==> config.mk <==
export PLATFORM = sky130hd
export DESIGN_NAME = cbp_lerp
export DESIGN_NICKNAME = d
export VERILOG_FILES = /design/src/rtl/core/cbp_pkg.sv /design/src/rtl/core/cbp_lerp.sv
export SDC_FILE = /design/constraint.sdc
export NUM_CORES = 1
export LEC_CHECK = 0
export ABC_AREA = 1
export BUFFER_PORTS_ARGS = -buffer_cell sky130_fd_sc_hd__buf_4
export CAP_MARGIN = 5
export CORE_MARGIN = 2
export CORE_UTILIZATION = 30
export DETAILED_ROUTE_END_ITERATION = 10
export HOLD_SLACK_MARGIN = 0.15
export PLACE_DENSITY = 0.52
export SYNTH_ARGS = -nofsm -noshare
export SYNTH_HDL_FRONTEND = slang
export SYNTH_SLANG_ARGS = --single-unit
==> constraint.sdc <==
create_clock -name aclk -period 6 [get_ports aclk]
set_input_delay 1.2 -clock aclk [delete_from_list [all_inputs] [get_ports aclk]]
set_output_delay 1.2 -clock aclk [all_outputs]
set_load 0.02 [all_outputs]
==> src/rtl/core/cbp_pkg.sv <==
package cbp_pkg;

    // Width of the configuration register index on the write channel.
    localparam int CFG_INDEX_BITS = 8;

    // Largest slice of a wide operand that goes through one multiplier.
    localparam int CHUNK_BITS = 32;

    // Configuration register indexes.
    localparam logic [CFG_INDEX_BITS-1:0] REG_START_X = 8'd0;
    localparam logic [CFG_INDEX_BITS-1:0] REG_START_Y = 8'd1;
    localparam logic [CFG_INDEX_BITS-1:0] REG_CTRL1_X = 8'd2;
    localparam logic [CFG_INDEX_BITS-1:0] REG_CTRL1_Y = 8'd3;
    localparam logic [CFG_INDEX_BITS-1:0] REG_CTRL2_X = 8'd4;
    localparam logic [CFG_INDEX_BITS-1:0] REG_CTRL2_Y = 8'd5;
    localparam logic [CFG_INDEX_BITS-1:0] REG_END_X   = 8'd6;
    localparam logic [CFG_INDEX_BITS-1:0] REG_END_Y   = 8'd7;

    // Load enables of the three register stages of one interpolation unit.
    typedef struct packed {
        logic load_a;
        logic load_b;
        logic load_c;
    } lerp_en_t;

endpackage

==> src/rtl/core/cbp_lerp.sv <==
// Exact linear interpolation mix = lo * 2^TF + t * (hi - lo), which equals
// lo * (1 - t) + hi * t with t scaled by 2^TF. Three register stages:
// difference, chunked partial products, and the final sum.
module cbp_lerp #(
    parameter int W  = 16,
    parameter int TF = 16
) (
    input  logic                   aclk,
    input  cbp_pkg::lerp_en_t      en,
    input  logic [TF:0]            t,
    input  logic signed [W-1:0]    lo,
    input  logic signed [W-1:0]    hi,
    output logic signed [W+TF-1:0] mix
);

    localparam int DW   = W + 1;
    localparam int TW   = TF + 1;
    localparam int CH   = cbp_pkg::CHUNK_BITS;
    localparam int NCH  = (DW + CH - 1) / CH;
    localparam int TOPW = DW - (NCH - 1) * CH;
    localparam int PW   = CH + TW + 2;
    localparam int SW   = DW + TW + 1;
    localparam int OW   = W + TF;

    logic signed [DW-1:0] diff_reg;
    logic signed [W-1:0]  lo_a_reg;
    logic [TF:0]          t_a_reg;
    logic signed [PW-1:0] pp_next [NCH];
    logic signed [PW-1:0] pp_reg [NCH];
    logic signed [W-1:0]  lo_b_reg;
    logic signed [SW-1:0] sum_next;
    logic signed [OW-1:0] mix_reg;

    always_ff @(posedge aclk) begin
        if (en.load_a) begin
            diff_reg <= DW'(hi) - DW'(lo);
            lo_a_reg <= lo;
            t_a_reg  <= t;
        end
    end

    // The difference is cut into slices; all but the top one are unsigned.
    for (genvar c = 0; c < NCH; c++) begin : g_chunk
        logic signed [CH:0] slice;
        if (c < NCH - 1) begin : g_low
            assign slice = $signed({1'b0, diff_reg[c*CH +: CH]});
        end else begin : g_top
            assign slice = (CH + 1)'($signed(diff_reg[DW-1 -: TOPW]));
        end
        assign pp_next[c] = slice * $signed({1'b0, t_a_reg});
    end

    always_ff @(posedge aclk) begin
        if (en.load_b) begin
            for (int c = 0; c < NCH; c++) begin
                pp_reg[c] <= pp_next[c];
            end
            lo_b_reg <= lo_a_reg;
        end
    end

    always_comb begin
        sum_next = SW'(lo_b_reg) <<< TF;
        for (int c = 0; c < NCH; c++) begin
            sum_next = sum_next + (SW'(pp_reg[c]) <<< (c * CH));
        end
    end

    always_ff @(posedge aclk) begin
        if (en.load_c) begin
            mix_reg <= sum_next[OW-1:0];
        end
    end

    assign mix = mix_reg;

endmodule

* After elaboration in Yosys (flattened, before gate mapping) *
Memories as Yosys holds them, arrays and structs flattened.
Cells that the tools add are included.

word-level totals
  register bits after elaboration = 98
  RAM bits = 51
  output and inout port bits = 32
  logic and storage cells = 11
  memories kept = 1

memory list
  memory  words  width  read ports  clocked after Yosys merged registers in  wr ports  line            text
  pp_reg  1      51     1           0                                        1         cbp_lerp.sv:29  logic signed [PW-1:0] pp_reg [NCH];

operators by class
  add/subtract/negate cells = 2
  multipliers = 1
  multiplexer cells = 2

operators by type and width
  cell                                            number
  17-bit by 18-bit multiplier with 35-bit output  1
  32-bit adder                                    1
  16-bit by 16-bit subtractor with 17-bit output  1
  1-bit two-way mux                               2

* Depth between registers and ports, before layout *
Gate-level depths: netlist of run 1.

  word-level depth = 2
  depth in mapped cells = 27

* Worst setup path after synthesis of run 1 *
OpenSTA, ideal clock, no wires.

  path type = register to register
  start point = register diff_reg[8]
  end point = memory pp_reg[0][29] in the netlist's numbering (data pin)
  library setup time = 0.252 ns
  data arrival time = 5.082 ns
  setup slack = 0.666 ns
  stages on the path, launching flop included = 26
  buffers on the path = 2
  path through = edfxtp_1 -> clkbuf_1 -> clkbuf_1 -> nand2_1 -> fa_1 -> inv_1 -> fa_1 -> inv_1 -> fa_1 -> inv_1 -> fa_1 -> fa_1 -> inv_1 -> fa_1 -> inv_1 -> ha_1 -> nand2_2 -> inv_1 -> nand2_1 -> nand2_1 -> nand2_1 -> nand2_1 -> a21oi_1 -> nand2_1 -> nand2_1 -> nand2_1

RTL lines
  element                   line            text
  start: declaration        cbp_lerp.sv:25  logic signed [DW-1:0] diff_reg;
  start signal: assignment  cbp_lerp.sv:36  diff_reg <= DW'(hi) - DW'(lo);
  end: declaration          cbp_lerp.sv:29

==> flow_metrics.tcl, run 1 <==
set metrics [dict create \
    async_flop_share_pct 0 \
    syn_nets 2350 \
    drcViolationCount 0 \
    io_buffers 84 \
    fin_ws_ns 0.245 \
    coreArea_sq_um 52900 \
    fin_skew_ns 0.0108 \
    setup_violations 0 \
    yosys_register_bits 130 \
    die_h_microns 236 \
    synth_most_common_cell "inv_1" \
    slew_headroom_pct 41.8 \
    chipWidth_microns 236 \
    finalMaxSlewViolations 0 \
    synth_top_area_share_pct 28.1 \
    tightest_slew_ns 0.873 \
    syn_inst 1930 \
    gp_congestion 0.899 \
    crit_chain "nand2_1 > fa_1 > inv_1 > fa_1 > inv_1 > fa_1 > inv_1 > fa_1 > fa_1 > inv_1 > fa_1 > inv_1 > ha_1 > nand2_1 > nor2_2 > inv_1 > nor3_2 > a21oi_1 > xnor2_1" \
    die_area_sq_um 55600 \
    min_to "lo_b_reg[5]" \
    first_global_vias 12400 \
    area_growth_pct 13.7 \
    instances_no_fill 2712 \
    maxCapViolations 0 \
    diodes 0 \
    grt_max_degree 51 \
    rr_worst_depth 19 \
    rsz0062_at_grt "no" \
    grt_overflow 0 \
    numClockSinks 130 \
    placed_cells 2669 \
    synth_ff_type "edfxtp_1" \
    startpoint "t_a_reg[7]" \
    worstSetupStartpointType "flip-flop" \
    required_ns 6.26 \
    start_util_pct 30.5 \
    pre_cts_ws_ns 0.0520 \
    critPathMaxStageDelay_ns 0.71 \
    syn_avg_cell_area_sq_um 8.35 \
    finalHoldViolations 0 \
    min_path_type "reg -> reg" \
    setup-tns-final_ns 0 \
    path_class "reg -> reg" \
    io-pin-count 85 \
    root_buffer "clkbuf_16" \
    netlist_top_cells_count "551 x inv_1, 534 x nand2_1, 226 x fa_1, 141 x ha_1, 130 x edfxtp_1" \
    nNetsFinal 2431 \
    grt_pass1_wl_microns 66800 \
    rr_endpoint "pp_reg[0][18]" \
    r2r_start "t_a_reg[7]" \
    drtAntennaViolNets 0 \
    synth-edff-count 130 \
    synthTopCellsByArea "fa_1 28%, edfxtp_1 24%, inv_1 13%, nand2_1 12%, ha_1 11%" \
    path_clk_slew_ns 0.07 \
    critPathCaptureType "flip-flop" \
    ys_warn_count 0 \
    track_usage_pct 15.4 \
    routed-via-count 11900 \
    syn_area_sq_um 16100 \
    htreeDepth 4 \
    period_minus_slack_ns 5.76 \
    worstHoldStart "lo_a_reg[5]" \
    cts_buffers 17 \
    drtPass1Iterations 8 \
    routed_wl_microns 41100 \
    fp-row-count 84 \
    synth.distinct_cells 33 \
    holdPathStages 0 \
    clockBufferDepth 2 \
    yosys.area.top_type "fa_1" \
    r2r_setup_slack_ns 0.24 \
    clk_latency_ns 0.46 \
    fmax_mhz 174 \
    dpl-instance-area_sq_um 17600 \
    cp_slowest_cell "edfxtp_1" \
    vias_per_cell 4.40 \
    layout-drive-gt1-share_pct 9.63 \
    outcome "complete, no violations" \
    routedWlPerCell_microns 15.2 \
    period_share_pct 95.9 \
    crit_arrival_ns 6.02 \
    cp_max_fo 10 \
    antenna_found_initial 0 \
    dp_hpwl_microns 34600 \
    design_area_sq_um 18300 \
    cts_tree "done" \
    seq_area_frac_synth_pct 24.2 \
    drt_iter0_markers 635 \
]
[how the worst max path moves through the flow]
stage | end | slack (ns) | cells past startpoint
floorplan | pp_reg[0][29] | 0.67 | 25
global placement | pp_reg[0][18] | 0.06 | 19
detailed placement | pp_reg[0][18] | 0.05 | 19
CTS | pp_reg[0][18] | 0.04 | 19
global route | pp_reg[0][18] | 0.003 | 20
finish | pp_reg[0][18] | 0.24 | 19
[critical path: cells and delay by family, from the launching register on]
kind	cells	cell delay, ns
xor gates and xnor gates	1	0.26
DFF	1	0.71
and+or+nand+nor	4	0.69
adders and majority gates	7	3.43
AOI/OAI and AO/OA	1	0.13
buffers and inverters	6	0.32
[layout make-up]
| class | instances | area [sq um] |
|---|---|---|
| timing repair buffer | 129 | 993 |
| sequential | 130 | 3900 |
| multi-input combinational | 1181 | 9890 |
| clock inverter | 15 | 190 |
| inverter | 552 | 2070 |
| tap | 688 | 861 |
| clock buffer | 17 | 425 |
| fill | 5531 | 34500 |
[layer usage]
| layer | up-vias | global-route usage, % | wire length, microns |
|---|---|---|---|
| met5 | - | 0 | 0 |
| met4 | 0 | 4.19 | 659 |
| met3 | 47 | 2.00 | 1450 |
| met2 | 219 | 26.1 | 20000 |
| met1 | 5841 | 20.6 | 19000 |
| li1 | 5816 | - | - |
[cell usage in the layout, fill, tap and decap left out, drive strengths merged]
cell,synthesis,final
ha,141,141
xor2,22,22
a21o,2,2
xnor2,13,13
nand4,14,14
and2,3,3
clkinv,0,1
nor4,1,1
clkbuf,65,17
nand3,55,55
o21ai,18,18
fa,226,226
nand2,540,540
a21boi,2,2
edfxtp,130,130
nor3,7,7
bufinv,0,2
inv,552,561
nand3b,2,2
o21bai,3,3
nor2,71,71
o21a,1,1
clkinvlp,0,3
buf,2,129
or2,8,8
a21oi,52,52
[through the flow]
step / hold slack [ns] / utilization [%]
finish: 0.418 / 34.7
global route: 0.422 / 34.7
CTS: 0.419 / 34.5
detailed placement: 0.405 / 33.3
global placement: 0.402 / 33.3
floorplan: 0.400 / -
[kinds of logic after synthesis]
group,after synthesis,share of synthesized area [%]
compound gates,78,2.59
fa+ha+maj,367,39.0
simple gates,701,17.8
flops,130,24.2
xor+xnor,35,1.90
buf+inv,619,14.4
[timing repair]
| item | in CTS | in global routing |
|---|---|---|
| buffers inserted | 0 | 11 |
| gates resized for setup | 0 | 0 |
| hold buffers | 0 | 0 |
| endpoints found under the setup margin | 0 | 16 |
Power of run 1 is not shown: default switching activity piles up to over one toggle a cycle in this logic, so the estimate is an artifact.
==> run 2: changes to the inputs <==
--- a/config.mk
+++ b/config.mk
@@ -13,6 +13,7 @@
 export DETAILED_ROUTE_END_ITERATION = 10
 export HOLD_SLACK_MARGIN = 0.15
 export PLACE_DENSITY = 0.52
+export SETUP_SLACK_MARGIN = 0.5
 export SYNTH_ARGS = -nofsm -noshare
 export SYNTH_HDL_FRONTEND = slang
 export SYNTH_SLANG_ARGS = --single-unit
==> flow_metrics.tcl, run 2 (synthesis gave the netlist of run 1 again) <==
set metrics [dict create \
    gp_congestion 0.899 \
    setup-tns-final_ns 0 \
    grt_max_degree 51 \
    grt_overflow 0 \
    path_delay_family "adder cells" \
    drtPass1Iterations 5 \
    worstHoldStart "lo_a_reg[5]" \
    grtUsageMet1_pct 20.9 \
    crit_arrival_ns 5.57 \
    routed_wl_microns 42300 \
    maxCapViolations 0 \
    drt_iter0_markers 684 \
    antenna_found_initial 0 \
    routedWlPerCell_microns 15.3 \
    setup_violations 0 \
    path_class "reg -> reg" \
    grt_use_met3_pct 1.99 \
    met2_usage_pct 26.6 \
    hold_buffers 0 \
    fp-row-count 84 \
    io-pin-count 85 \
    layout-drive-gt1-share_pct 14.7 \
    track_usage_pct 15.7 \
    first_global_vias 12600 \
    rsz0062_at_grt "yes" \
    slew_headroom_pct 41.6 \
    r2r_start "diff_reg[11]" \
    cpMostUsedCell "fa_1" \
    cts_buffers 17 \
    chipWidth_microns 236 \
    htreeDepth 4 \
    r2r_setup_slack_ns 0.64 \
    cp_slowest_cell "fa_1" \
    fin_skew_ns 0.0103 \
    period_minus_slack_ns 5.36 \
    worstSetupStartpointType "flip-flop" \
    coreArea_sq_um 52900 \
    cp_max_fo 6 \
    clk_latency_ns 0.46 \
    area_growth_pct 19.9 \
    nNetsFinal 2492 \
    crit_chain "buf_4 > buf_4 > nand2_1 > inv_1 > fa_1 > inv_1 > fa_1 > fa_1 > fa_1 > fa_1 > inv_1 > ha_1 > ha_4 > nand2_1 > nor2_1 > inv_1 > nor3_4 > and2_1 > nand2_1 > nand3_1 > nand2_1" \
    grt_pass1_wl_microns 67800 \
    die_area_sq_um 55600 \
    startpoint "diff_reg[11]" \
    crit_buf_inv 6 \
    required_ns 6.21 \
    mostFrequentLayoutCell "inv_1" \
    busiest_layer "met2" \
    drcViolationCount 0 \
    pre_cts_ws_ns 0.0520 \
    finalMaxSlewViolations 0 \
    start_util_pct 30.5 \
    finalHoldViolations 0 \
    numClockSinks 130 \
    routed-via-count 12200 \
    dp_hpwl_microns 34600 \
    root_buffer "clkbuf_16" \
    tightest_slew_ns 0.876 \
    outcome "complete, no violations" \
    min_path_type "reg -> reg" \
    diodes 0 \
    clockBufferDepth 2 \
    period_share_pct 89.3 \
    fmax_mhz 187 \
    critPathMaxStageDelay_ns 0.55 \
    drtAntennaViolNets 0 \
    critPathCaptureType "flip-flop" \
    vias_per_cell 4.42 \
    io_buffers 84 \
    die_h_microns 236 \
    final_cell_mix "547 x inv_1, 522 x nand2_1, 225 x fa_1" \
    path_clk_slew_ns 0.06 \
    fin_ws_ns 0.640 \
    cts_tree "done" \
]
[run 2: changes by cell type in the layout (fill, tap and decap cells not counted), sizes merged]
cell	delta
buf	+60
clkbuf	+1
clkinvlp	+1
inv	-1
[run 2: worst paths after layout]
check                   to  cells past startpoint
max          pp_reg[0][31]                     21
min            lo_b_reg[5]                      0
max reg2reg  pp_reg[0][31]                     21
min reg2reg    lo_b_reg[5]                      0
[run 2: layout make-up]
| cell class | instances | area [sq um] |
|---|---|---|
| Fill cell | 5449 | 33500 |
| Multi-Input combinational cell | 1181 | 10300 |
| Sequential cell | 130 | 3900 |
| Inverter | 552 | 2080 |
| Timing Repair Buffer | 190 | 1610 |
| Tap cell | 688 | 861 |
| Clock buffer | 17 | 425 |
| Clock inverter | 15 | 190 |
[run 2: per-stage QoR]
step	hold WS (ns)	instance area, sq um	std cells	utilization, %
after floorplan	0.400	16100	1930	-
after global placement	0.402	17600	2669	33.3
after detailed placement	0.405	17600	2669	33.3
after CTS	0.419	18800	2753	35.5
after global routing	0.422	19300	2773	36.6
final	0.418	19300	2773	36.6
[run 2: worst register-to-register path, delay by kind of cell, from the launching register on]
family        cells  cell delay, ns
flops             1            0.51
fa+ha+maj         7            3.17
buf+inv           6            0.63
simple gates      8            0.82
[run 2: metal layers]
metal | routed length [microns] | vias up | share of wire, %
li1 | - | 5941 | -
met1 | 19400 | 6015 | 46
met2 | 20700 | 245 | 49
met3 | 1540 | 48 | 3.6
met4 | 709 | 0 | 1.7
met5 | 0 | - | 0
[run 2: repair_timing]
item,4_1_cts,5_1_grt
endpoints found under the setup margin,19,19
resized for setup,9,75
pin swaps,1,12
buffers inserted,52,20
Power of run 2 is left out for the same reason.
